==> src/sv/bsp_pkg.sv <==
// Shared types, codes and constants of the stroke painter.
`default_nettype none

package bsp_pkg;

   // Grid geometry. Cell coordinates are fixed at six bits.
   localparam int COORD_W  = 6;
   localparam int GRID_DIM = 64;
   localparam logic [COORD_W:0] GRID_LIMIT = (COORD_W + 1)'(GRID_DIM);

   // Bresenham error term and its doubled form.
   localparam int ERR_W = 8;

   // Event kinds.
   typedef enum logic [1:0] {
      MODE_PRESS   = 2'd0,
      MODE_MOVE    = 2'd1,
      MODE_RELEASE = 2'd2,
      MODE_UNUSED  = 2'd3
   } mode_type;

   // Buttons.
   localparam logic BTN_LEFT  = 1'b0;
   localparam logic BTN_RIGHT = 1'b1;

   // Cell values.
   localparam logic CELL_ALIVE = 1'b1;
   localparam logic CELL_DEAD  = 1'b0;

   // Commands from the controller to the datapath.
   typedef struct packed {
      logic take;   // accept the input item and set up the walk
      logic step;   // emit the current point and advance the walker
   } cmd_type;

   // Status from the datapath to the controller.
   typedef struct packed {
      logic draw;      // the offered item causes cell writes
      logic done;      // the walker stands on the target cell
      logic out_free;  // the output register can take a new item
   } sts_type;

endpackage

`default_nettype wire

==> src/sv/bsp_req_if.sv <==
// Input channel carrying stroke events.
`default_nettype none

interface bsp_req_if;
   logic                        valid;
   logic                        ready;
   logic [1:0]                  mode;
   logic                        button;
   logic                        active_held;
   logic                        on_cell;
   logic [bsp_pkg::COORD_W-1:0] cell_row;
   logic [bsp_pkg::COORD_W-1:0] cell_col;

   modport source (
      output valid, mode, button, active_held, on_cell, cell_row, cell_col,
      input  ready
   );
   modport sink (
      input  valid, mode, button, active_held, on_cell, cell_row, cell_col,
      output ready
   );
endinterface

`default_nettype wire

==> src/sv/bsp_rsp_if.sv <==
// Result channel carrying cell writes.
`default_nettype none

interface bsp_rsp_if;
   logic                        valid;
   logic                        ready;
   logic [bsp_pkg::COORD_W-1:0] write_row;
   logic [bsp_pkg::COORD_W-1:0] write_col;
   logic                        write_value;
   logic                        last_point;

   modport source (
      output valid, write_row, write_col, write_value, last_point,
      input  ready
   );
   modport sink (
      input  valid, write_row, write_col, write_value, last_point,
      output ready
   );
endinterface

`default_nettype wire

==> src/sv/bsp_ctrl.sv <==
// Controller state machine of the stroke painter.
`default_nettype none

module bsp_ctrl (
   input  wire logic             clock,
   input  wire logic             reset,
   input  wire logic             req_valid,
   output logic                  req_ready,
   input  wire bsp_pkg::sts_type sts,
   output bsp_pkg::cmd_type      cmd
);

   typedef enum logic [1:0] {
      ST_IDLE = 2'b01,
      ST_WALK = 2'b10
   } state_type;

   state_type state_ff;
   state_type state_in;

   // Items are taken only between walks; a walk emits one point per free slot.
   always_comb begin
      req_ready = (state_ff == ST_IDLE);
      cmd.take  = (state_ff == ST_IDLE) && req_valid;
      cmd.step  = (state_ff == ST_WALK) && sts.out_free;
   end

   // Next state.
   always_comb begin
      state_in = state_ff;
      case (state_ff)
         ST_IDLE: begin
            if (cmd.take && sts.draw) begin
               state_in = ST_WALK;
            end
         end
         ST_WALK: begin
            if (cmd.step && sts.done) begin
               state_in = ST_IDLE;
            end
         end
         default: begin
            state_in = ST_IDLE;
         end
      endcase
   end

   always_ff @(posedge clock) begin
      if (reset) begin
         state_ff <= ST_IDLE;
      end else begin
         state_ff <= state_in;
      end
   end

endmodule

`default_nettype wire

==> src/sv/bsp_datapath.sv <==
// Datapath of the stroke painter: stroke state, line walker and output register.
`default_nettype none

module bsp_datapath (
   input  wire logic                        clock,
   input  wire logic                        reset,
   input  wire bsp_pkg::cmd_type            cmd,
   output bsp_pkg::sts_type                 sts,
   input  wire logic [1:0]                  req_mode,
   input  wire logic                        req_button,
   input  wire logic                        req_active_held,
   input  wire logic                        req_on_cell,
   input  wire logic [bsp_pkg::COORD_W-1:0] req_cell_row,
   input  wire logic [bsp_pkg::COORD_W-1:0] req_cell_col,
   output logic                             rsp_valid,
   input  wire logic                        rsp_ready,
   output logic [bsp_pkg::COORD_W-1:0]      rsp_write_row,
   output logic [bsp_pkg::COORD_W-1:0]      rsp_write_col,
   output logic                             rsp_write_value,
   output logic                             rsp_last_point
);

   localparam int CW = bsp_pkg::COORD_W;
   localparam int EW = bsp_pkg::ERR_W;

   // Stroke state.
   logic stroke_ff, stroke_in;
   logic paint_ff, paint_in;
   logic anchor_valid_ff, anchor_valid_in;
   logic [CW-1:0] anchor_row_ff, anchor_row_in;
   logic [CW-1:0] anchor_col_ff, anchor_col_in;

   // Line walker.
   logic [CW-1:0] walk_row_ff, walk_row_in;
   logic [CW-1:0] walk_col_ff, walk_col_in;
   logic [CW-1:0] target_row_ff, target_row_in;
   logic [CW-1:0] target_col_ff, target_col_in;
   logic signed [EW-1:0] line_error_ff, line_error_in;
   logic signed [EW-1:0] delta_x_ff, delta_x_in;
   logic signed [EW-1:0] delta_y_ff, delta_y_in;
   logic step_x_ff, step_x_in;
   logic step_y_ff, step_y_in;

   // Output register.
   logic rsp_valid_ff, rsp_valid_in;
   logic [CW-1:0] out_row_ff, out_row_in;
   logic [CW-1:0] out_col_ff, out_col_in;
   logic out_value_ff, out_value_in;
   logic out_last_ff, out_last_in;

   // Decode of the offered item.
   logic is_press, is_move, is_release;
   logic hit;
   logic release_match;
   logic from_anchor;
   logic [CW:0] diff_row, diff_col;
   logic [CW:0] abs_row, abs_col;

   // Walker step terms.
   logic signed [EW:0] err_twice;
   logic move_x, move_y;
   logic signed [EW-1:0] add_x, add_y;

   always_comb begin
      is_press   = (req_mode == bsp_pkg::MODE_PRESS);
      is_move    = (req_mode == bsp_pkg::MODE_MOVE);
      is_release = (req_mode == bsp_pkg::MODE_RELEASE);
      // A cell beyond the grid counts as a miss.
      hit = req_on_cell
         && ({1'b0, req_cell_row} < bsp_pkg::GRID_LIMIT)
         && ({1'b0, req_cell_col} < bsp_pkg::GRID_LIMIT);
      release_match = ((req_button == bsp_pkg::BTN_LEFT) && (paint_ff == bsp_pkg::CELL_ALIVE))
         || ((req_button == bsp_pkg::BTN_RIGHT) && (paint_ff == bsp_pkg::CELL_DEAD));
      // A press always forgets the anchor, so only a move walks from it.
      from_anchor = is_move && anchor_valid_ff;
      diff_row = {1'b0, req_cell_row} - {1'b0, anchor_row_ff};
      diff_col = {1'b0, req_cell_col} - {1'b0, anchor_col_ff};
      abs_row  = diff_row[CW] ? ((CW + 1)'(0) - diff_row) : diff_row;
      abs_col  = diff_col[CW] ? ((CW + 1)'(0) - diff_col) : diff_col;
   end

   // Bresenham step decision on the current error term.
   always_comb begin
      err_twice = $signed({line_error_ff, 1'b0});
      move_x = (err_twice >= $signed({delta_y_ff[EW-1], delta_y_ff}));
      move_y = (err_twice <= $signed({delta_x_ff[EW-1], delta_x_ff}));
      add_x  = move_x ? delta_y_ff : EW'(0);
      add_y  = move_y ? delta_x_ff : EW'(0);
   end

   // Status to the controller.
   always_comb begin
      sts.draw = hit && (is_press || (is_move && stroke_ff && req_active_held));
      sts.done = (walk_row_ff == target_row_ff) && (walk_col_ff == target_col_ff);
      sts.out_free = !rsp_valid_ff || rsp_ready;
   end

   // Next values of all registers.
   always_comb begin
      stroke_in       = stroke_ff;
      paint_in        = paint_ff;
      anchor_valid_in = anchor_valid_ff;
      anchor_row_in   = anchor_row_ff;
      anchor_col_in   = anchor_col_ff;
      walk_row_in     = walk_row_ff;
      walk_col_in     = walk_col_ff;
      target_row_in   = target_row_ff;
      target_col_in   = target_col_ff;
      line_error_in   = line_error_ff;
      delta_x_in      = delta_x_ff;
      delta_y_in      = delta_y_ff;
      step_x_in       = step_x_ff;
      step_y_in       = step_y_ff;
      rsp_valid_in    = rsp_valid_ff;
      out_row_in      = out_row_ff;
      out_col_in      = out_col_ff;
      out_value_in    = out_value_ff;
      out_last_in     = out_last_ff;

      // Stroke bookkeeping and walk setup when an item is taken.
      if (cmd.take) begin
         if (is_press) begin
            stroke_in       = 1'b1;
            paint_in        = (req_button == bsp_pkg::BTN_LEFT) ?
                              bsp_pkg::CELL_ALIVE : bsp_pkg::CELL_DEAD;
            anchor_valid_in = 1'b0;
         end else if (is_release && release_match) begin
            stroke_in       = 1'b0;
            paint_in        = bsp_pkg::CELL_ALIVE;
            anchor_valid_in = 1'b0;
         end
         if (sts.draw) begin
            anchor_valid_in = 1'b1;
            anchor_row_in   = req_cell_row;
            anchor_col_in   = req_cell_col;
            target_row_in   = req_cell_row;
            target_col_in   = req_cell_col;
            walk_row_in     = from_anchor ? anchor_row_ff : req_cell_row;
            walk_col_in     = from_anchor ? anchor_col_ff : req_cell_col;
            delta_x_in      = EW'(abs_col);
            delta_y_in      = EW'(0) - EW'(abs_row);
            line_error_in   = EW'(abs_col) - EW'(abs_row);
            step_x_in       = (anchor_col_ff < req_cell_col);
            step_y_in       = (anchor_row_ff < req_cell_row);
         end
      end

      // Emit the current point, then move the walker unless it has arrived.
      if (cmd.step) begin
         rsp_valid_in = 1'b1;
         out_row_in   = walk_row_ff;
         out_col_in   = walk_col_ff;
         out_value_in = paint_ff;
         out_last_in  = sts.done;
         if (!sts.done) begin
            line_error_in = line_error_ff + add_x + add_y;
            if (move_x) begin
               walk_col_in = step_x_ff ? (walk_col_ff + CW'(1)) : (walk_col_ff - CW'(1));
            end
            if (move_y) begin
               walk_row_in = step_y_ff ? (walk_row_ff + CW'(1)) : (walk_row_ff - CW'(1));
            end
         end
      end else if (rsp_ready) begin
         rsp_valid_in = 1'b0;
      end
   end

   always_ff @(posedge clock) begin
      if (reset) begin
         stroke_ff       <= 1'b0;
         paint_ff        <= bsp_pkg::CELL_ALIVE;
         anchor_valid_ff <= 1'b0;
         rsp_valid_ff    <= 1'b0;
         anchor_row_ff   <= '0;
         anchor_col_ff   <= '0;
         walk_row_ff     <= '0;
         walk_col_ff     <= '0;
         target_row_ff   <= '0;
         target_col_ff   <= '0;
         line_error_ff   <= '0;
      end else begin
         stroke_ff       <= stroke_in;
         paint_ff        <= paint_in;
         anchor_valid_ff <= anchor_valid_in;
         rsp_valid_ff    <= rsp_valid_in;
         anchor_row_ff   <= anchor_row_in;
         anchor_col_ff   <= anchor_col_in;
         walk_row_ff     <= walk_row_in;
         walk_col_ff     <= walk_col_in;
         target_row_ff   <= target_row_in;
         target_col_ff   <= target_col_in;
         line_error_ff   <= line_error_in;
      end
   end

   always_ff @(posedge clock) begin
      delta_x_ff    <= delta_x_in;
      delta_y_ff    <= delta_y_in;
      step_x_ff     <= step_x_in;
      step_y_ff     <= step_y_in;
      out_row_ff    <= out_row_in;
      out_col_ff    <= out_col_in;
      out_value_ff  <= out_value_in;
      out_last_ff   <= out_last_in;
   end

   assign rsp_valid       = rsp_valid_ff;
   assign rsp_write_row   = out_row_ff;
   assign rsp_write_col   = out_col_ff;
   assign rsp_write_value = out_value_ff;
   assign rsp_last_point  = out_last_ff;

endmodule

`default_nettype wire

==> src/sv/bresenham_stroke_painter_unit.sv <==
// Top level of the stroke painter: controller, datapath and channel hookup.
`default_nettype none

// The unit turns pointer events on a 64 x 64 cell grid into cell writes. A
// press starts a stroke and writes the hit cell; a move with the stroke's
// button held walks a Bresenham line from the last painted cell to the hit
// cell and sends one write item per point, flagging the final one; a release
// of the active button ends the stroke. Events that miss the grid send
// nothing. An event that draws keeps the input closed while the line walker
// emits one cell write per cycle whenever the result channel can take one,
// so a move sends max(|d_row|, |d_col|) + 1 writes (up to 64). The output
// register lets the next event be accepted while the final write of a line
// waits to be taken; a stalled result channel pauses the walker.
module bresenham_stroke_painter_unit (
   input  wire logic  clock,
   input  wire logic  reset,
   bsp_req_if.sink    req_chan,
   bsp_rsp_if.source  rsp_chan
);

   bsp_pkg::cmd_type cmd;
   bsp_pkg::sts_type sts;
   logic             ctrl_ready;

   // Sequencing of items and walk steps.
   bsp_ctrl u_ctrl (
      .clock     (clock),
      .reset     (reset),
      .req_valid (req_chan.valid),
      .req_ready (ctrl_ready),
      .sts       (sts),
      .cmd       (cmd)
   );

   assign req_chan.ready = ctrl_ready;

   // Stroke state, line walker and output register.
   bsp_datapath u_datapath (
      .clock           (clock),
      .reset           (reset),
      .cmd             (cmd),
      .sts             (sts),
      .req_mode        (req_chan.mode),
      .req_button      (req_chan.button),
      .req_active_held (req_chan.active_held),
      .req_on_cell     (req_chan.on_cell),
      .req_cell_row    (req_chan.cell_row),
      .req_cell_col    (req_chan.cell_col),
      .rsp_valid       (rsp_chan.valid),
      .rsp_ready       (rsp_chan.ready),
      .rsp_write_row   (rsp_chan.write_row),
      .rsp_write_col   (rsp_chan.write_col),
      .rsp_write_value (rsp_chan.write_value),
      .rsp_last_point  (rsp_chan.last_point)
   );

endmodule

`default_nettype wire
==> src/flat_wrapper.sv <==
// flat-port wrapper written by rule: the top's interface ports become plain ports
module bresenham_stroke_painter_unit_flat 
  (clock, reset, req_chan_valid, req_chan_mode, req_chan_button, req_chan_active_held, req_chan_on_cell, req_chan_cell_row, req_chan_cell_col, req_chan_ready, rsp_chan_valid, rsp_chan_write_row, rsp_chan_write_col, rsp_chan_write_value, rsp_chan_last_point, rsp_chan_ready);
  bsp_req_if req_chan_i ();
  bsp_rsp_if rsp_chan_i ();
  input  wire logic clock;
  input  wire logic reset;
  input wire logic [$bits(req_chan_i.valid)-1:0] req_chan_valid;
  input wire logic [$bits(req_chan_i.mode)-1:0] req_chan_mode;
  input wire logic [$bits(req_chan_i.button)-1:0] req_chan_button;
  input wire logic [$bits(req_chan_i.active_held)-1:0] req_chan_active_held;
  input wire logic [$bits(req_chan_i.on_cell)-1:0] req_chan_on_cell;
  input wire logic [$bits(req_chan_i.cell_row)-1:0] req_chan_cell_row;
  input wire logic [$bits(req_chan_i.cell_col)-1:0] req_chan_cell_col;
  output wire logic [$bits(req_chan_i.ready)-1:0] req_chan_ready;
  output wire logic [$bits(rsp_chan_i.valid)-1:0] rsp_chan_valid;
  output wire logic [$bits(rsp_chan_i.write_row)-1:0] rsp_chan_write_row;
  output wire logic [$bits(rsp_chan_i.write_col)-1:0] rsp_chan_write_col;
  output wire logic [$bits(rsp_chan_i.write_value)-1:0] rsp_chan_write_value;
  output wire logic [$bits(rsp_chan_i.last_point)-1:0] rsp_chan_last_point;
  input wire logic [$bits(rsp_chan_i.ready)-1:0] rsp_chan_ready;
  assign req_chan_i.valid = req_chan_valid;
  assign req_chan_i.mode = req_chan_mode;
  assign req_chan_i.button = req_chan_button;
  assign req_chan_i.active_held = req_chan_active_held;
  assign req_chan_i.on_cell = req_chan_on_cell;
  assign req_chan_i.cell_row = req_chan_cell_row;
  assign req_chan_i.cell_col = req_chan_cell_col;
  assign req_chan_ready = req_chan_i.ready;
  assign rsp_chan_valid = rsp_chan_i.valid;
  assign rsp_chan_write_row = rsp_chan_i.write_row;
  assign rsp_chan_write_col = rsp_chan_i.write_col;
  assign rsp_chan_write_value = rsp_chan_i.write_value;
  assign rsp_chan_last_point = rsp_chan_i.last_point;
  assign rsp_chan_i.ready = rsp_chan_ready;
  bresenham_stroke_painter_unit u_core (.clock(clock), .reset(reset), .req_chan(req_chan_i), .rsp_chan(rsp_chan_i));
endmodule
==> config.mk <==
export PLATFORM = sky130hd
export DESIGN_NAME = bresenham_stroke_painter_unit_flat
export DESIGN_NICKNAME = d
export VERILOG_FILES = /design/src/sv/bsp_pkg.sv /design/src/sv/bsp_req_if.sv /design/src/sv/bsp_rsp_if.sv /design/src/sv/bsp_ctrl.sv /design/src/sv/bsp_datapath.sv /design/src/sv/bresenham_stroke_painter_unit.sv /design/src/flat_wrapper.sv
export SDC_FILE = /design/constraint.sdc
export NUM_CORES = 1
export LEC_CHECK = 0
export BUFFER_PORTS_ARGS = -buffer_cell sky130_fd_sc_hd__buf_2
export CAP_MARGIN = 20
export CORE_UTILIZATION = 47
export CTS_BUF_LIST = sky130_fd_sc_hd__clkbuf_4
export DETAILED_ROUTE_END_ITERATION = 10
export HOLD_SLACK_MARGIN = 0.15
export SLEW_MARGIN = 20
export SYNTH_ARGS = -nofsm -noshare
export SYNTH_HDL_FRONTEND = slang
export SYNTH_SLANG_ARGS = --single-unit
==> constraint.sdc <==
create_clock -name clock -period 4.9 [get_ports clock]
set_clock_uncertainty 0.2 [all_clocks]
set_input_delay 0 -clock clock [delete_from_list [all_inputs] [get_ports clock]]
set_output_delay 0 -clock clock [all_outputs]
set_load 0.05 [all_outputs]
==> After elaboration in Yosys (flattened, before gate mapping) <==
Cells that the tools add are included.
{ "op_classes": {"addsub": 12, "order_cmp": 4, "n_eq_ne": 8, "mux": 34, "bitwise": 2, "n_reduce_logical": 24} }
{ "ops": {"columns": ["operator", "count"], "rows": [
  ["$mux 6", 14],
  ["$mux 8", 5],
  ["$mux 7", 3],
  ["$add 8x8->8", 2],
  ["$sub 1x7->7 const A", 2],
  ["$sub 6x6->7", 2],
  ["$add 6x1->6 const B", 2],
  ["$eq 6x6->1", 2],
  ["$logic_and 1x1->1", 12],
  ["$lt 6x6->1", 2],
  ["$sub 6x1->6 const B", 2],
  ["$ge 9x8->1", 1],
  ["$le 9x8->1", 1],
  ["$mux 1", 9],
  ["$reduce_and 2->1", 4],
  ["$sub 1x7->8 const A", 1],
  ["$sub 7x7->8", 1],
  ["$eq 2x1->1 const B", 2],
  ["$eq 2x2->1 const B", 2],
  ["$mux 2", 2],
  ["$ne 2x1->1 const B", 2],
  ["$pmux 2 s2", 1],
  ["$reduce_bool 2->1", 2],
  ["$logic_or 1x1->1", 3],
  ["4 further kinds", 5]
]} }
{ "totals": {"ff_bits": 69, "in_bits": 21, "elab_cells": 102} }

==> Logic depth before layout (Yosys ltp) <==
Gate-level depths: netlist (run 1).
{ "depth": {"word_depth": 10, "depth_mapped": 19} }

==> Cells and area by module <==
Synthesis (run 1) repeated with hierarchy kept, for this count alone.
{ "unflattened": {"hier_cells": 567, "hier_area_um2": 5163.7} }
{ "by_module_without_submodules": {"columns": ["module", "n_inst", "cells_per_inst", "area_per_inst_um2", "seq_area_each_um2"], "rows": [
  ["bsp_datapath", 1, 556, 5061.1, 1651.6],
  ["bsp_ctrl", 1, 11, 102.6, 40.0]
]} }

==> Worst setup path after synthesis (run 1) <==
Ideal clock, no wire load.
{ "synth_timing": {"path_type": "reg-to-reg", "start": "register u_core.u_datapath.line_error_ff[5]", "end": "register u_core.u_datapath.line_error_ff[7]", "arrival_time_ns": 3.812, "required_time_ns": 4.614, "setup_slack_ns": 0.802, "path_stages_with_launch": 17, "n_path_buf": 0, "path_cell_list": "dfxtp_1 > ha_1 > a21o_1 > a2111oi_1 > a22o_1 > a31oi_1 > and2_1 > fa_1 > ha_1 > fa_1 > a21o_1 > a21oi_1 > o21bai_1 > a21oi_1 > xnor2_1 > xnor2_1 > a211oi_1"} }
{ "synth_via": {"elab_chain_cells": 6} }
{ "synth_lines": {"columns": ["element", "line_no", "rtl"], "rows": [
  ["start: declaration", "bsp_datapath.sv:38", "logic signed [EW-1:0] line_error_ff, line_error_in;"],
  ["start signal: assignment", "bsp_datapath.sv:193", "line_error_ff <= line_error_in;"],
  ["$ge 9x8->1", "bsp_datapath.sv:85", "move_x = (err_twice >= $signed({delta_y_ff[EW-1], delta_y_ff}));"],
  ["$mux 8", "bsp_datapath.sv:87", "add_x = move_x ? delta_y_ff : EW'(0);"],
  ["$add 8x8->8", "bsp_datapath.sv:156", "line_error_in = line_error_ff + add_x + add_y;"],
  ["$add 8x8->8 *", "bsp_datapath.sv:156", null],
  ["$mux 8 *", "bsp_datapath.sv:155", "if (!sts.done) begin"],
  ["$mux 8 *", "bsp_datapath.sv:149", "if (cmd.step) begin"]
]} }
Mark *: on every way between the ends. The rest lies on a longest branch, timed or not.
A chain may end at the register's enable or synchronous reset.

==> Worst setup path after layout (run 1) <==
Same ends and word-level chain as after synthesis.

==> results of run 1 <==
## cells in the mapped netlist, types with 9 or more instances
cell type / n / area share (%)
and2_1: 9 / 1.1
a21oi_1: 59 / 5.8
ha_1: 50 / 12
o21ai_0: 15 / 1.5
nand2_1: 53 / 3.9
fa_1: 13 / 5.1
edfxtp_1: 31 / 18
nor2b_1: 9 / 1.1
clkbuf_1: 13 / 0.96
nand2b_1: 10 / 1.2
a211oi_1: 10 / 1.5
xnor2_1: 38 / 6.5
dfxtp_1: 38 / 15
nor2_1: 51 / 3.8
inv_1: 50 / 3.7
## metrics by stage
stage               std cells  worst slack (ns)  total power [mW]  hold slack [ns]  utilization, %
detailed placement        721             0.520              1.04           0.0687            52.0
global placement          721             0.574              1.03           0.0656            52.0
floorplan                 562             0.802             0.941          -0.0640               -
finish                    774             0.446              1.36            0.306            56.6
CTS                       774             0.450              1.37            0.282            56.6
global route              774            0.0932              1.45            0.326            56.6
## final cells by class
type                       instances  share of cell area, %
tap                              136                   2.89
sequential                        69                   28.7
multi-input combinational        425                   53.5
timing repair buffer              77                   9.85
clock inverter                     7                  0.722
clock buffer                       9                   1.15
inverter                          51                   3.25
## report_power, final
| group | leakage [nW] | total, mW | switching, mW | internal (mW) |
|---|---|---|---|---|
| registers | 0.603 | 0.635 | 0.0156 | 0.620 |
| logic | 1.80 | 0.407 | 0.224 | 0.183 |
| clock network | 0.0591 | 0.321 | 0.220 | 0.100 |
| total | 2.47 | 1.36 | 0.460 | 0.903 |
## placed cells by master (no fill, tap or decap), types with 4 or more instances in the layout
cell,instances
a21oi_1,59
nand2_1,53
nor2_1,51
inv_1,50
ha_1,50
xnor2_1,38
dfxtp_1,38
dlygate4sd3_1,37
buf_2,36
edfxtp_1,31
o21ai_0,15
fa_1,13
nand2b_1,10
a211oi_1,10
nor2b_1,9
and2_1,9
clkbuf_4,9
mux2i_1,8
a21o_1,8
xor2_1,7
nand3_1,6
o21bai_1,5
nor3_1,5
o21a_1,5
nand4_1,5
a211o_1,4
buf_4,4
## sequential cells by signal, summed over array words and instances (netlist names)
register	count
u_core.u_datapath.target_row_ff	6
u_core.u_datapath.rsp_last_point	1
u_core.u_datapath.rsp_write_value	1
u_core.u_datapath.delta_x_ff	7
u_core.u_datapath.rsp_valid	1
u_core.u_datapath.step_y_ff	1
u_core.u_datapath.delta_y_ff	8
u_core.u_ctrl.state_ff	2
u_core.u_datapath.step_x_ff	1
u_core.u_datapath.target_col_ff	6
u_core.u_datapath.paint_ff	1
u_core.u_datapath.rsp_write_row	6
u_core.u_datapath.rsp_write_col	6
u_core.u_datapath.stroke_ff	1
u_core.u_datapath.walk_row_ff	6
u_core.u_datapath.line_error_ff	8
u_core.u_datapath.walk_col_ff	6
u_core.u_datapath.anchor_valid_ff	1
## metal layers
| layer | track usage, % | part of all wire [%] | wire [um] | up-vias |
|---|---|---|---|---|
| li1 | - | - | - | 2092 |
| met1 | 29.0 | 45 | 5500 | 1897 |
| met2 | 42.1 | 50 | 6110 | 74 |
| met3 | 4.35 | 3.7 | 451 | 10 |
| met4 | 6.65 | 1.3 | 161 | 0 |
| met5 | 0 | 0 | 0 | - |
## kinds of logic (layout without fill, tap and decap cells)
family / after synthesis / after routing / synth area share, %
flip-flops: 69 / 69 / 33.2
AND/OR/NAND/NOR: 171 / 171 / 16.7
adder cells (fa/ha/maj): 63 / 63 / 17.4
multiplexers: 11 / 11 / 2.45
buffers and inverters: 68 / 144 / 5.03
XOR/XNOR: 49 / 49 / 9.00
AO/OA/AOI/OAI: 131 / 131 / 16.2
## critical path, stage by stage, from the launching register on
cell	delay, ns
dfxtp_1	0.45
ha_1	0.28
a21o_1	0.19
a2111oi_1	0.49
a22o_1	0.20
a31oi_1	0.05
and2_1	0.23
fa_1	0.47
ha_1	0.24
fa_1	0.41
a21o_1	0.18
a21oi_1	0.21
o21bai_1	0.10
a21oi_1	0.17
xnor2_1	0.17
xnor2_1	0.10
a211oi_1	0.22
## timing repair
action,4_1_cts,5_1_grt
hold endpoints to repair,49,0
gates resized for setup,0,0
hold buffers,37,0
## worst paths after layout
path | start | end | slack (ns) | cells after the start
setup / recovery | u_core.u_datapath.line_error_ff[5] | u_core.u_datapath.line_error_ff[7] | 0.45 | 16
hold / removal | u_core.u_datapath.paint_ff | u_core.u_datapath.rsp_write_value | 0.31 | 0
setup reg to reg | u_core.u_datapath.line_error_ff[5] | u_core.u_datapath.line_error_ff[7] | 0.45 | 16
hold reg to reg | u_core.u_datapath.paint_ff | u_core.u_datapath.rsp_write_value | 0.31 | 0
==> results_dict.tcl, run 1 <==
set metrics [dict create \
    grt_overflow_total 0 \
    max_freq_mhz 225 \
    worst_slew_pin_slew_ns 0.930 \
    ys_warn_count 0 \
    syn_area_sq_um 5100 \
    synth_async_sr_flop_share_pct 0 \
    status "finished, final reports clean" \
    drtIter0Drc 144 \
    period_minus_slack_ns 4.45 \
    clk_latency_ns 0.42 \
    die_w_um 106 \
    wl_mm 12.2 \
    cts_setup_buffers 0 \
    ios 37 \
    drv_cap 0 \
    n_antenna_cell 0 \
    antenna_found_initial 0 \
    nets 717 \
    regArea_sq_um 1690 \
    rows 37 \
    path_class "reg2reg" \
    start_util_pct 49.0 \
    die-area_sq_um 11300 \
    cts_sinks 69 \
    required_ns 5.04 \
    multiInputGateArea_sq_um 3150 \
    finish.instance_area_sq_um 5900 \
    grt_usage_pct 23.6 \
    vdd_ir_drop_max_mv 0.141 \
    critPathLaunchType "register" \
    area_growth_pct 15.6 \
    power.density_nw_per_um2 231 \
    cts_tree "built" \
    clockBufferDepth 2 \
    portBuffers 36 \
    cts.clk_slew.worst_paths_ns 0.12 \
    first_global_vias 4195 \
    yosysUniqueCellTypes 64 \
    drive_gt1_share_pct 11.9 \
    fin_tns_setup_ns 0 \
    hold_viol 0 \
    rsz0062_at_grt "no" \
    avgSynthCellArea_sq_um 9.07 \
    hold_class "reg2reg" \
    p_leak_nw 2.47 \
    synth_ff_type "dfxtp_1" \
    grt_pass1_wl_mm 20.6 \
    fill_cells 956 \
    cp_data_arrival_time_ns 4.59 \
    die_y_um 106 \
    vias 4073 \
    gp_congestion 0.866 \
    cts_made_buffers 9 \
    synth_nets 646 \
    core_area_sq_um 10400 \
    antenna_left 0 \
    viasPerCell 5.26 \
    routedWlPerCell_um 15.8 \
    timing.final.max_slew_violations 0 \
    maxSlewHeadroom_pct 37.8 \
    syn-instance-count 562 \
    dr.pass1.iters 6 \
    grt_max_degree 43 \
    period_share_pct 90.9 \
    synth-edff-count 31 \
    yosysSeqAreaShare_pct 33.2 \
    final-setup-viol-count 0 \
    crit_fanout 4 \
    ys_ff_latch 69 \
    dpl_cell_area_sq_um 5420 \
    cts_root_buf "clkbuf_4" \
    dp_hpwl_mm 9.15 \
    drc 0 \
    end_kind "register" \
    htree_levels 3 \
]
No activity file was read; power rests on OpenSTA's default activity.
==> inputs of run 2 (changes only) <==
--- a/config.mk
+++ b/config.mk
@@ -7,10 +7,13 @@
 export LEC_CHECK = 0
 export BUFFER_PORTS_ARGS = -buffer_cell sky130_fd_sc_hd__buf_2
 export CAP_MARGIN = 20
+export CELL_PAD_IN_SITES_DETAIL_PLACEMENT = 0
+export CELL_PAD_IN_SITES_GLOBAL_PLACEMENT = 1
 export CORE_UTILIZATION = 47
 export CTS_BUF_LIST = sky130_fd_sc_hd__clkbuf_4
 export DETAILED_ROUTE_END_ITERATION = 10
 export HOLD_SLACK_MARGIN = 0.15
+export PLACE_DENSITY_LB_ADDON = 0.1
 export SLEW_MARGIN = 20
 export SYNTH_ARGS = -nofsm -noshare
 export SYNTH_HDL_FRONTEND = slang
==> run 2 against run 1 <==
Maximum frequency shrank 2.1%. Register-to-register slack lost 0.09 ns. Routed wire length decreased by 2.5%. Core utilization rose by 1.3 points.
==> results_dict.tcl, run 2 (synthesized netlist as in run 1, its figures left out) <==
set metrics [dict create \
    grt_overflow_total 0 \
    cp_data_arrival_time_ns 4.70 \
    power.density_nw_per_um2 253 \
    grt_usage_pct 23.2 \
    cts_made_buffers 9 \
    final_cell_mix "59 x a21oi_1, 53 x nand2_1, 51 x nor2_1" \
    clk_latency_ns 0.44 \
    htree_levels 3 \
    start_util_pct 49.0 \
    p_leak_nw 2.53 \
    cts.clk_slew.worst_paths_ns 0.11 \
    ios 37 \
    drive_gt1_share_pct 11.8 \
    wl_mm 11.9 \
    cts_sinks 69 \
    die-area_sq_um 11300 \
    dp_hpwl_mm 8.78 \
    hold_class "reg2reg" \
    hold_end "u_core.u_datapath.anchor_valid_ff" \
    timing.final.max_slew_violations 0 \
    critPathLaunchType "register" \
    cts_setup_buffers 0 \
    hold_depth 2 \
    vdd_ir_drop_max_mv 0.141 \
    final_cells 781 \
    drtIter0Drc 181 \
    vias 4142 \
    period_minus_slack_ns 4.55 \
    r2r-end "u_core.u_datapath.line_error_ff[7]" \
    max_freq_mhz 220 \
    maxSlewHeadroom_pct 36.9 \
    clockBufferDepth 2 \
    crit_fanout 9 \
    core_area_sq_um 10400 \
    period_share_pct 92.8 \
    final-setup-viol-count 0 \
    nets 723 \
    hp-start "u_core.u_datapath.anchor_valid_ff" \
    viasPerCell 5.30 \
    first_global_vias 4186 \
    drc 0 \
    fill_cells 940 \
    worst_slew_pin_slew_ns 0.943 \
    area_growth_pct 18.3 \
    drv_cap 0 \
    gp_congestion 0.880 \
    grt_pass1_wl_mm 20.2 \
    hold_viol 0 \
    cts_hold_repair.buffers 43 \
    r2r_cells 15 \
    end_kind "register" \
    required_ns 5.05 \
    antenna_found_initial 1 \
    finalPower_mw 1.53 \
    fin_tns_setup_ns 0 \
    portBuffers 36 \
    path_class "reg2reg" \
    cts-resized-gates 0 \
    dp_cells 721 \
    cts_root_buf "clkbuf_4" \
    rr_startpoint "u_core.u_datapath.line_error_ff[5]" \
    dr.pass1.iters 4 \
    die_y_um 106 \
    status "finished, final reports clean" \
    die_w_um 106 \
    grt_max_degree 42 \
    rows 37 \
    layout_commonest_cell "a21oi_1" \
    antenna_left 0 \
    top_regs "u_core.u_datapath.delta_y_ff (8), u_core.u_datapath.line_error_ff (8), u_core.u_datapath.delta_x_ff (7)" \
    rsz0062_at_grt "no" \
    routedWlPerCell_um 15.2 \
    r2r_slack_ns 0.35 \
    cts_tree "built" \
]
[run 2: changes by cell type in the layout (fill, tap and decap cells not counted), sizes merged]
cell and delta:
clkinvlp -2, diode +1, clkbuf +1, bufinv +3, dlygate4sd3 +6, clkinv -2
[run 2: layout make-up]
class / count / area (sq um) / area share, %
repair buffers: 83 / 641 / 10.6
clock inverters: 6 / 111 / 1.85
diodes: 1 / 2.50 / 0.0415
multi-input cells: 425 / 3150 / 52.2
inverters: 51 / 191 / 3.17
flip-flops and latches: 69 / 1690 / 28.0
clock buffers: 10 / 75.1 / 1.24
well taps: 136 / 170 / 2.82
[run 2: worst max-delay path: stages (launching register included)]
cell and delay, ns:
dfxtp_1 0.45, ha_1 0.28, a21o_1 0.18, a2111oi_1 0.55
a31oi_1 0.33, and2_1 0.27, fa_1 0.46, ha_1 0.24
fa_1 0.40, a21o_1 0.17, a21oi_1 0.21, o21bai_1 0.09
a21oi_1 0.17, xnor2_1 0.15, xnor2_1 0.08, a211oi_1 0.22
[run 2: stage by stage]
stage / hold slack [ns] / instance area, sq um / util, % / setup slack, ns
after floorplan: -0.0640 / 5100 / - / 0.802
after global placement: 0.0630 / 5420 / 52.0 / 0.545
after detailed placement: 0.0720 / 5420 / 52.0 / 0.331
after CTS: 0.297 / 6030 / 57.9 / 0.326
after global routing: 0.321 / 6030 / 57.9 / 0.0128
final: 0.298 / 6030 / 57.9 / 0.352
[run 2: power by group]
part | switching, mW | internal (mW)
logic | 0.225 | 0.184
clock network | 0.220 | 0.264
registers | 0.0153 | 0.620
total | 0.461 | 1.07
[run 2: metal layers]
layer / part of all wire, % / vias to the layer above / global-route usage (%)
met4: 2.2 / 0 / 9.52
met1: 49 / 1946 / 31.3
li1: - / 2102 / -
met3: 3.3 / 21 / 3.68
met5: 0 / - / 0
met2: 45 / 73 / 37.1
[run 2: worst max-delay path by stage]
stage	start	to	slack [ns]
2_1_floorplan	u_core.u_datapath.line_error_ff[5]	u_core.u_datapath.line_error_ff[7]	0.80
3_3_place_gp	u_core.u_datapath.line_error_ff[5]	u_core.u_datapath.line_error_ff[7]	0.55
3_5_place_dp	u_core.u_datapath.line_error_ff[5]	u_core.u_datapath.line_error_ff[7]	0.33
4_1_cts	u_core.u_datapath.line_error_ff[5]	u_core.u_datapath.line_error_ff[7]	0.33
5_1_grt	u_core.u_datapath.target_col_ff[0]	u_core.u_datapath.line_error_ff[6]	0.01
6_report	u_core.u_datapath.line_error_ff[5]	u_core.u_datapath.line_error_ff[7]	0.35
